$ cat config.mk
export PLATFORM = sky130hd
export DESIGN_NAME = cau_csub
export DESIGN_NICKNAME = d
export VERILOG_FILES = /design/src/cau_csub.sv
export SDC_FILE = /design/constraint.sdc
export NUM_CORES = 1
export LEC_CHECK = 0
export BUFFER_PORTS_ARGS = -buffer_cell sky130_fd_sc_hd__buf_2
export CORE_AREA = 2 2 81 60
export DETAILED_ROUTE_END_ITERATION = 7
export DIE_AREA = 0 0 83 62
export GPL_TIMING_DRIVEN = 0
export PLACE_DENSITY = 0.88
export SYNTH_ARGS = -nofsm -noshare
export SYNTH_HDL_FRONTEND = slang
export SYNTH_SLANG_ARGS = --single-unit
$ cat constraint.sdc
create_clock -name vclk -period 4.75
set_input_delay 0.475 -clock vclk [all_inputs]
set_output_delay 0.475 -clock vclk [all_outputs]
set_load 0.01 [all_outputs]
$ cat src/cau_csub.sv
// One restoring step: subtract the trial value when it fits.
module cau_csub #(
    parameter int W = 32
) (
    input  logic [W-1:0] i_rem,
    input  logic [W-1:0] i_sub,
    output logic [W-1:0] o_rem,
    output logic         o_ge
);

    assign o_ge  = (i_rem >= i_sub);
    assign o_rem = o_ge ? (i_rem - i_sub) : i_rem;

endmodule

Word level (Yosys, flattened, before mapping)
Cells that the tools add are included.
{"block": "totals", "regBits": 0, "latchBits": 0, "mem_bits_rw": 0, "romBits": 0, "inputBits": 64, "output_inout_bits": 33, "elab_cells": 3, "memories": 0}
{"block": "op_classes", "addsub": 1, "multipliers": 0, "n_div": 0, "magnitude_cmp": 1, "eq_ne": 0, "shifts": 0, "n_mux": 1, "n_bitwise": 0, "n_reduce_logical": 0}
{"cell": "$ge 32x32->1", "count": 1}
{"cell": "$mux 32", "count": 1}
{"cell": "$sub 32x32->32", "count": 1}

Logic depth before layout (Yosys ltp)
{"block": "logic_depth", "depth_word": 2, "ltp_mapped": 12, "ltp_nobuf": 11}

Worst setup path before layout
No wires, ideal clock.
{"block": "synth_timing", "path_kind": "input to output", "start": "input port i_rem[0]", "end": "output port o_rem[10]", "t_arrival_ps": 2678, "required_ps": 4275, "setup_slack_ps": 1597, "path_stages": 12, "path_buffers": 2, "cell_sequence": "inv_1 -> ha_1 -> fa_1 -> nor2b_1 -> o31a_1 -> o21ai_1 -> o21ai_4 -> nor2_1 -> o32a_1 -> buf_6 -> buf_6 -> mux2_4"}
{"block": "synth_via", "elab_chain_len": 2, "elab_cells_between_ends": 3, "classes_between": "1 x add/sub; 1 x order compare; 1 x mux"}
{"item": "start, declared", "line": "5", "rtl": "input logic [W-1:0] i_rem,"}
{"item": "$sub 32x32->32 or $ge 32x32->1 (tied branches)", "line": "12, 11"}
{"item": "$mux 32 (*)", "line": "12", "rtl": "assign o_rem = o_ge ? (i_rem - i_sub) : i_rem;"}
{"item": "end, declared", "line": "7", "rtl": "output logic [W-1:0] o_rem,"}
Every way passes the cells marked *; elsewhere a longest branch is shown, timed or not.

Final worst setup path
{"block": "layout_timing", "start": "input port i_rem[11]", "end": "output port o_rem[26]"}
Same word-level chain as after synthesis.

==> results.tsv <==
stage	metric	value	unit
status	status	completed	
detailed_routing	drt_wl_total	5810	um
final_layout	drive_gt1_frac	0.325	
power	p_clk_frac	0	
power	comb_power_share	1.000	
final_layout	seq_area	0	um^2
global_route	grt-ovfl-total	0	
placed_design	portBuffers	97	
placed_design	place_congestion	0.875	
detailed_routing	routedWlPerCell	12.4	um
sta	final_max_slew_viol_count	0	
min_path	hold_depth	3	
sta	fmax	276	MHz
min_path	hold_class	input port to primary output	
power	p_sw	234	uW
global_route	first_global_vias	2240	
critical_path	cp.arrival	3150	ps
sta	relSlewSlack	0.693	
synthesis	synthCells	315	
synthesis	synth_area	2340	um^2
sta	rsz0062_at_grt	false	
clock_tree	hold_buffers	0	
power	p_int	230	uW
final_layout	diodes	0	
sta	hold_violations	0	
critical_path	worstSetupPathType	input port to primary output	
synthesis	yosys_warnings	0	
global_route	grt_antenna_before_repair	0	
floorplan	die_h	62	um
critical_path	worstSetupEndpointType	primary output	
power	power.total	464	uW
power	cellLeakagePower	0.00159	uW
sta	finalCriticalPeriod	3620	ps
run	maxCapViolations	0	
sta	worstMarginPinSlew	450	ps
detailed_routing	vias	2578	
detailed_routing	drt_first_pass_iters	4	
power	powerDensity	160	nW/um^2
sta	setup_viol	0	
sta	finalSetupTns	0	ps
final_layout	area_growth	23.8	%
critical_path	crit_path_max_incr_delay	470	ps
final_layout	fin_util	0.644	
critical_path	cp_common_cell	buf_2	
floorplan	ios	97	
final_layout	nFillCells	404	
detailed_routing	ant_nets	0	
min_path	hold_path_end	o_rem[26]	
global_route	grt_pass1_wl	9510	um
power	peakVddDrop	0.0791	mV
clock_tree	cts-resized-gates	0	
sta	period_share	0.762	
sta	fin_ws	1130	ps
min_path	hold_start	i_rem[26]	
floorplan	start_util	0.520	
critical_path	cp_max_fo	6	
critical_path	critical_path.cell_chain	buf_2, ha_1, a21oi_1, o211ai_1, a221oi_1, o21ai_4, a21boi_1, o221ai_1, xor2_1, mux2_4, buf_2	
placed_design	dp_slack	1130	ps
critical_path	path_buf_inv	2	
synthesis	syn_nets	412	
floorplan	core_area	4490	um^2
synthesis	synth_seq_area_share	0	
floorplan	die_w	83	um
critical_path	crit_path_start_kind	input port	
power	sequentialPowerShare	0	
sta	hold_slack	1280	ps
synthesis	syn_area_per_cell	7.42	um^2
clock_tree	postCtsSetupBuffers	0	
final_layout	nets	511	
detailed_routing	drc	0	
placed_design	dp_hpwl	4970	um
floorplan	die_area	5150	um^2
global_route	track_usage	0.212	
detailed_routing	drt-initial-drc-count	113	
critical_path	cp_top_family	compound AO/OA/AOI/OAI gates	
power	power_switching_share	0.504	
detailed_routing	vias_per_cell	5.50	
final_layout	nFlopsAndLatches	0	
floorplan	rows	21	
critical_path	crit_slowest_cell	a221oi_1	
synthesis	yosysUniqueCellTypes	48	
final_layout	multiInputGateArea	2110	um^2
critical_path	crit_required	4280	ps
global_route	grt_max_degree	11	
final_layout	clockBufferCount	0	
-- area by class of cell --
| class | count | share of cell area |
|---|---|---|
| multi-input cells | 263 | 0.730 |
| well taps | 57 | 0.0246 |
| inverters | 39 | 0.0506 |
| repair buffers | 97 | 0.168 |
| plain buffers | 13 | 0.0272 |
-- cells by family after synthesis --
| logic type | after synthesis | synth area share |
|---|---|---|
| buffers and inverters | 52 | 0.0963 |
| and+or+nand+nor | 73 | 0.156 |
| adders and majority gates | 33 | 0.180 |
| muxes | 32 | 0.196 |
| xor gates and xnor gates | 29 | 0.109 |
| AOI/OAI and AO/OA | 96 | 0.263 |
-- power by group through the flow --
stage / Combinational, uW / Sequential [uW] / Clock, uW
finish: 464 / 0 / 0
global route: 512 / 0 / 0
CTS: 464 / 0 / 0
detailed placement: 461 / 0 / 0
global placement: 452 / 0 / 0
floorplan: 337 / 0 / 0
-- synth_stat cells (3+ instances only) --
| library cell | n | area [um^2] |
|---|---|---|
| inv_1 | 39 | 146 |
| o211ai_1 | 3 | 22.5 |
| o21bai_1 | 3 | 22.5 |
| a31oi_1 | 4 | 25.0 |
| nand4_1 | 9 | 56.3 |
| a21o_1 | 11 | 82.6 |
| a21oi_1 | 32 | 160 |
| nand2b_1 | 3 | 18.8 |
| nand3_1 | 5 | 25.0 |
| nand2_1 | 23 | 86.3 |
| buf_6 | 4 | 45.0 |
| xor2_1 | 16 | 140 |
| ha_1 | 32 | 400 |
| clkbuf_1 | 9 | 33.8 |
| mux2_4 | 27 | 405 |
| o21a_1 | 6 | 45.0 |
| xnor2_1 | 13 | 114 |
| nor3_1 | 6 | 30.0 |
| mux2_2 | 3 | 33.8 |
| o21ai_0 | 18 | 90.1 |
| nor2_1 | 15 | 56.3 |
-- metrics by stage --
stage / cells / instance area [um^2]
2_1_floorplan: 315 / 2340
3_3_place_gp: 469 / 2900
3_5_place_dp: 469 / 2900
4_1_cts: 469 / 2900
5_1_grt: 469 / 2900
6_report: 469 / 2900
-- metal layers --
metal  routed length [um]  GRT usage  vias to the layer above
li1                     -          -                     1333
met1                 2970      0.313                     1154
met2                 2520      0.362                       89
met3                  306    0.00528                        2
met4                   18     0.0258                        0
met5                    0          0                        -
-- worst min-delay path, stage by stage --
cell and delay [ps]:
buf_2 90, mux2_4 130, buf_2 110
-- worst max path at each step --
stage                         start         to  slack [ps]  depth (start not counted)
after floorplan            i_rem[0]  o_rem[10]        1600                         12
after global routing       i_sub[7]  o_rem[31]         970                         12
after CTS                  i_rem[0]   o_rem[5]        1120                         14
after detailed placement   i_rem[0]   o_rem[5]        1130                         14
final                     i_rem[11]  o_rem[26]        1130                         11
after global placement     i_rem[0]  o_rem[19]        1160                         14
-- cell usage in the layout (no fill, tap or decap), types with 2 or more instances in the layout --
master and instances:
xor2_1 16, a31oi_1 4, buf_2 97, o211ai_1 3, nor2_1 15, buf_6 4
o21a_1 6, inv_1 39, nand2_1 23, ha_1 32, xnor2_1 13, nor3_1 6
a211oi_1 2, nand2b_1 3, mux2_2 3, o21bai_1 3, a21oi_1 32, mux2_4 27
and4_1 2, mux2i_1 2, and3_1 2, o21ai_0 18, nand3_1 5, nor2b_1 2
o221ai_1 2, a2111o_1 2, clkbuf_1 9, nand4_1 9, a21o_1 11
(Power assumes the default switching activity.)
