**src/cau_pkg.sv**
```systemverilog
package cau_pkg;

    // Operation codes carried in the op field of an input item.
    typedef enum logic [2:0] {
        OP_ADD = 3'd0,
        OP_SUB = 3'd1,
        OP_MUL = 3'd2,
        OP_DIV = 3'd3,
        OP_MAG = 3'd4,
        OP_ARG = 3'd5
    } t_op;

    // Number of CORDIC rotations used for the argument.
    localparam int CORDIC_ITERS = 36;

    // 180/pi in Q32.
    localparam logic [63:0] DEG_Q32 = 64'd246083499208;

    // Bitwise long division, used only while building the angle constants.
    function automatic logic [63:0] const_udiv(input logic [63:0] num, input logic [63:0] den);
        logic [64:0] rem;
        logic [63:0] quo;
        rem = '0;
        quo = '0;
        for (int b = 63; b >= 0; b--) begin
            rem = {rem[63:0], num[b]};
            if (rem >= {1'b0, den}) begin
                rem = rem - {1'b0, den};
                quo[b] = 1'b1;
            end
        end
        return quo;
    endfunction

    // atan(2^-i) in degrees, Q32, from a Q62 series for atan.
    function automatic logic [63:0] step_angle(input int i);
        logic [63:0]  sum;
        logic [63:0]  term;
        logic [127:0] prod;
        int           e;
        sum = '0;
        if (i == 0) begin
            return 64'd45 << 32;
        end
        for (int k = 0; k < 64; k++) begin
            e = 62 - i * (2 * k + 1);
            if (e >= 0) begin
                term = const_udiv(64'd1 << e, 64'(2 * k + 1));
                if (k % 2 == 1) begin
                    sum = sum - term;
                end else begin
                    sum = sum + term;
                end
            end
        end
        prod = {64'd0, sum} * {64'd0, DEG_Q32};
        return prod[125:62];
    endfunction

endpackage

```
**src/cau_cordic_step.sv**
```systemverilog
// One CORDIC vectoring rotation with a fixed shift and step angle.
module cau_cordic_step #(
    parameter int STEP = 0
) (
    input  logic [63:0]        i_x,
    input  logic [63:0]        i_y,
    input  logic signed [63:0] i_z,
    output logic [63:0]        o_x,
    output logic [63:0]        o_y,
    output logic signed [63:0] o_z
);

    localparam logic [63:0] ANGLE = cau_pkg::step_angle(STEP);

    logic [63:0] xs;
    logic [63:0] ys;

    assign xs = i_x >> STEP;
    assign ys = 64'($signed(i_y) >>> STEP);

    // Rotate toward the x axis according to the sign of y.
    always_comb begin
        if (!i_y[63]) begin
            o_x = i_x + ys;
            o_y = i_y - xs;
            o_z = i_z + $signed(ANGLE);
        end else begin
            o_x = i_x - ys;
            o_y = i_y + xs;
            o_z = i_z - $signed(ANGLE);
        end
    end

endmodule

```
**config.mk**
```make
export PLATFORM = sky130hd
export DESIGN_NAME = cau_cordic_step
export DESIGN_NICKNAME = d
export VERILOG_FILES = /design/src/cau_pkg.sv /design/src/cau_cordic_step.sv
export SDC_FILE = /design/constraint.sdc
export NUM_CORES = 1
export LEC_CHECK = 0
export ABC_CLOCK_PERIOD_IN_PS = 2900
export BUFFER_PORTS_ARGS = -buffer_cell sky130_fd_sc_hd__buf_4
export CELL_PAD_IN_SITES_DETAIL_PLACEMENT = 1
export CELL_PAD_IN_SITES_GLOBAL_PLACEMENT = 2
export CORE_MARGIN = 3
export CORE_UTILIZATION = 26
export DETAILED_ROUTE_END_ITERATION = 8
export GPL_TIMING_DRIVEN = 0
export PLACE_DENSITY = 0.8
export SLEW_MARGIN = 5
export SYNTH_ARGS = -nofsm -noshare
export SYNTH_HDL_FRONTEND = slang
export SYNTH_SLANG_ARGS = --single-unit
```
**constraint.sdc**
```tcl
create_clock -name vclk -period 2.9
set_input_delay 0.145 -clock vclk [all_inputs]
set_output_delay 0.145 -clock vclk [all_outputs]
set_load 0.02 [all_outputs]
```
==> Yosys cells after proc, flatten, opt, wreduce, memory -nomap -nowiden <==
Cells that the tools add are included.
{ "totals": {"latch_bits": 0, "ramBits": 0, "rom_bits": 0, "input_bits": 192, "n_memories": 0, "register_bits": 0} }
{ "op_classes": {"reduce_logical": 0, "n_div": 0, "magnitude_cmp": 0, "eq_ne": 0, "add_sub_neg": 5, "n_mux": 3, "multipliers": 0, "n_bitwise": 0, "shift": 0} }
{ "op_table": {"columns": ["op", "count"], "rows": [
  ["two-way mux 64 bit", 3],
  ["subtractor 64 bit", 2],
  ["adder 64 x 39 -> 64 bit (second input constant)", 1],
  ["adder 64 bit", 1],
  ["subtractor 64 x 39 -> 64 bit (second input constant)", 1]
]} }

==> Depth between registers and ports, before layout <==
{ "logic_depth": {"depth_word": 2, "mapped_depth": 14, "mapped_depth_nobuf": 13} }

==> Worst setup path after synthesis <==
No wires, ideal clock.
{ "synth_timing": {"kind": "input-to-output", "from": "input i_y[63]", "to": "output o_z[60]", "cell_stages": 14, "path_buffers": 2, "slack_ps": -401, "arrival_ps": 3156, "t_required_ps": 2755, "cell_sequence": "clkbuf_1 inv_2 clkbuf_1 ha_1 nor2b_1 o21ai_1 a21boi_0 o311a_1 o41a_1 a21oi_1 nor3_1 o31ai_2 o21ai_1 xor2_1"} }
{ "synth_between": {"elab_chain_len": 1} }
{ "synth_rtl": {"columns": ["element", "line", "rtl"], "rows": [
  ["start: declaration", "cau_cordic_step.sv:6", "input logic [63:0] i_y,"],
  ["two-way mux 64 bit", "cau_cordic_step.sv:23", "if (!i_y[63]) begin"],
  ["end: declaration", "cau_cordic_step.sv:10", "output logic signed [63:0] o_z"]
]} }
Every way passes these cells.

==> Final worst setup path <==
{ "layout_timing": {"from": "input i_x[0]", "to": "output o_x[52]"} }
{ "layout_between": {"elab_chain_len": 2, "word_cells_on_any_way": 3, "classes_between": "2 x add/sub; 1 x mux"} }
{ "layout_rtl": {"columns": ["element", "line", "rtl"], "rows": [
  ["start: declaration", "cau_cordic_step.sv:5", "input logic [63:0] i_x,"],
  ["adder 64 bit or subtractor 64 bit (tied branches)", "cau_cordic_step.sv:24, cau_cordic_step.sv:28", null],
  ["two-way mux 64 bit *", "cau_cordic_step.sv:23", null],
  ["end: declaration", "cau_cordic_step.sv:8", "output logic [63:0] o_x,"]
]} }
Every way passes the cells marked *; elsewhere a longest branch is shown, timed or not.

==> reports/results.ini <==
[sta]
slew_viol_final = 0
fmax_ghz = 0.294
worstMarginPinSlew_ps = 1440
setup_tns_ps = -23780
fin_crit_sh = 1.17
rsz0062_at_grt = yes
setup_viol = 94
finalHoldViolCount = 0
period_needed_ps = 3400
slew_headroom = 0.0377
layout_setup_ws_ps = -502

[placement]
dp_hpwl_mm = 71.1
io_buffer_count = 352
placed_area_um2 = 17500
dp_slack_ps = -1650
gp_congestion = 0.987

[power_and_ir_drop]
peakVddDrop_mv = 0.188
switchingPower_w = 0.00448
power.clock.fraction = 0
comb_power_share = 1.000
total_power_w = 0.00762
p_per_area_nw_per_um2 = 313
intPower_w = 0.00315
sequentialPowerShare = 0
p_leak_nw = 10.5
swShare = 0.587

[worst_setup_path]
critPathSlowestCell = o31ai_4
max_stage_delay_ps = 370
end_kind = output pin
critical_path_peak_fanout = 4
critPathKind = input pin to output pin
cp-start-kind = input pin
cp_common_cell = buf_12
worstPathCellList = buf_12, ha_4, fa_2, nand2b_4, a221oi_4, o31ai_4, a31oi_4, buf_12, o211a_4, o21ai_4, nand2_2, o41ai_4, o21ai_1, xnor2_1, buf_4
crit_required_ps = 2760
cp.arrival_ps = 3260

[drt]
drt_iter0_drc = 1439
dr.max_layer_used = met4
wl_met3_mm = 6.00
drt-wirelength-per-cell_um = 27.1
post-route-drc-count = 0
dr.pass1.iters = 5
dr_wl_met2_mm = 43.9
vias = 19800
avgViaCountPerCell = 5.80
drt-total-wl_mm = 92.6
drtAntennaViolNets = 0
wl_met1_mm = 39.0

[synthesis]
syn_nets = 2563
synth-xor-area-share = 0.0953
synthTopCellsByArea = ha_1, a21oi_1, xnor2_1, o21ai_0, inv_1
synthMuxAreaShare = 0.0188
synth_top_area_cell = ha_1
syn_area_per_cell_um2 = 6.46
ys_seq_area_frac = 0
synth_cell_types = 86
synth_compound_area_frac = 0.389
yosys.area.top_type_share = 0.198
synth_area_um2 = 13900
synth_fa_ha_area_frac = 0.204
ys_warn_count = 0
synth_top_family_by_area = compound AO/OA/AOI/OAI gates
postSynthCellCount = 2147
yosys.area_share.simple = 0.190

[final_layout]
nets = 3143
layout_commonest_cell = buf_4
seq_area_um2 = 0
multi_input_area_um2 = 16700
areaGrowthSynthToFinish_pct = 75.6
drive_above_1_share = 0.481
postLayoutCellArea_um2 = 24400
n_antenna_cell = 0
clock_buffers = 0
nFlopsAndLatches = 0
layout.filler_cells = 6237
finish.utilization = 0.463
mostFrequentLayoutCells = buf_4, a21oi_1, inv_1, ha_1, nor2_1

[global_route]
grtUsageTotal = 0.301
grt_pass1_vias = 20400
grt_overflow = 0
grt_first_pass_wirelength_mm = 131
grt_antenna_before_repair = 0
grt_max_degree = 15

[job]
maxCapViolCount = 0

[die]
num_io_pins = 384
die_area_um2 = 56200
dieWidth_um = 237
die_height_um = 237
initial_core_util = 0.263
rows = 84
core_area_um2 = 52700

[run_status]
failed_checks = setup timing
status = complete, but fails checks

[cts]
cts_hold_buf = 0

[hold_path]
hp-class = input pin to output pin
whs_path_depth = 2

==> cells in the mapped netlist, types with 6 or more instances <==
cell type	number
buf_1	17
buf_4	34
ha_1	220
nand3_1	31
o31ai_1	24
a21o_1	64
and2_1	11
a21boi_0	7
a31oi_1	27
a2111oi_0	6
a21oi_1	315
inv_1	199
xnor2_1	130
nand2b_1	20
or2_2	12
o2111ai_1	8
nor2b_1	27
a211oi_1	21
o31a_1	8
buf_2	20
nand2_1	140
o21bai_1	68
nor2_1	172
nor4_1	25
o21ai_0	152
a311oi_1	8
o21a_1	21
and3_1	14
xor2_1	21
mux2i_1	26
o211ai_1	17
nor3_1	40
or3_1	7
and4_1	7
a211o_1	9
nand4_1	33
clkbuf_1	56
o21ai_1	26
==> through the flow <==
step                hold slack, ps  cells
floorplan                      386   2147
global placement               488   3187
detailed placement             489   3188
CTS                            489   3346
global route                   490   3413
finish                         488   3413
==> critical path: cells and delay by family <==
family	cells	cell delay, ps
xor+xnor	1	260
buf+inv	3	470
fa+ha+maj	2	520
compound gates	7	1630
simple gates	2	210
==> power by group through the flow <==
stage / Clock [W] / Combinational [W] / Sequential [W]
final: 0 / 0.00762 / 0
after global routing: 0 / 0.00795 / 0
after CTS: 0 / 0.00686 / 0
after detailed placement: 0 / 0.00552 / 0
after global placement: 0 / 0.00549 / 0
after floorplan: 0 / 0.00319 / 0
==> routing by layer <==
layer,vias to the layer above,GRT usage
met5,-,0
met4,0,0.0898
met3,210,0.0257
met2,904,0.517
met1,9846,0.399
li1,8849,-
==> worst paths after layout <==
| path | startpoint | end | slack, ps |
|---|---|---|---|
| hold / removal | i_z[10] | o_z[10] | 490 |
| setup / recovery | i_x[0] | o_x[52] | -500 |
==> cell families (layout without fill, tap and decap cells) <==
family,Yosys count,in the layout
and+or+nand+nor,553,553
muxes,26,26
buffers and inverters,337,915
xor gates and xnor gates,151,151
AOI/OAI and AO/OA,856,856
adders and majority gates,224,224
==> cell type report <==
| type | instances | area share |
|---|---|---|
| Buffer | 120 | 0.0396 |
| Inverter | 209 | 0.0358 |
| Multi-Input combinational cell | 1810 | 0.684 |
| Tap cell | 688 | 0.0353 |
| Timing Repair Buffer | 586 | 0.205 |
==> what timing repair did <==
action                                  in CTS  in global routing
resized for setup                          808                357
buffers inserted                           162                 79
endpoints found under the setup margin     147                110
pin swaps                                  230                232
gates cloned                                 3                  0
No activity file was read; power rests on OpenSTA's default activity.
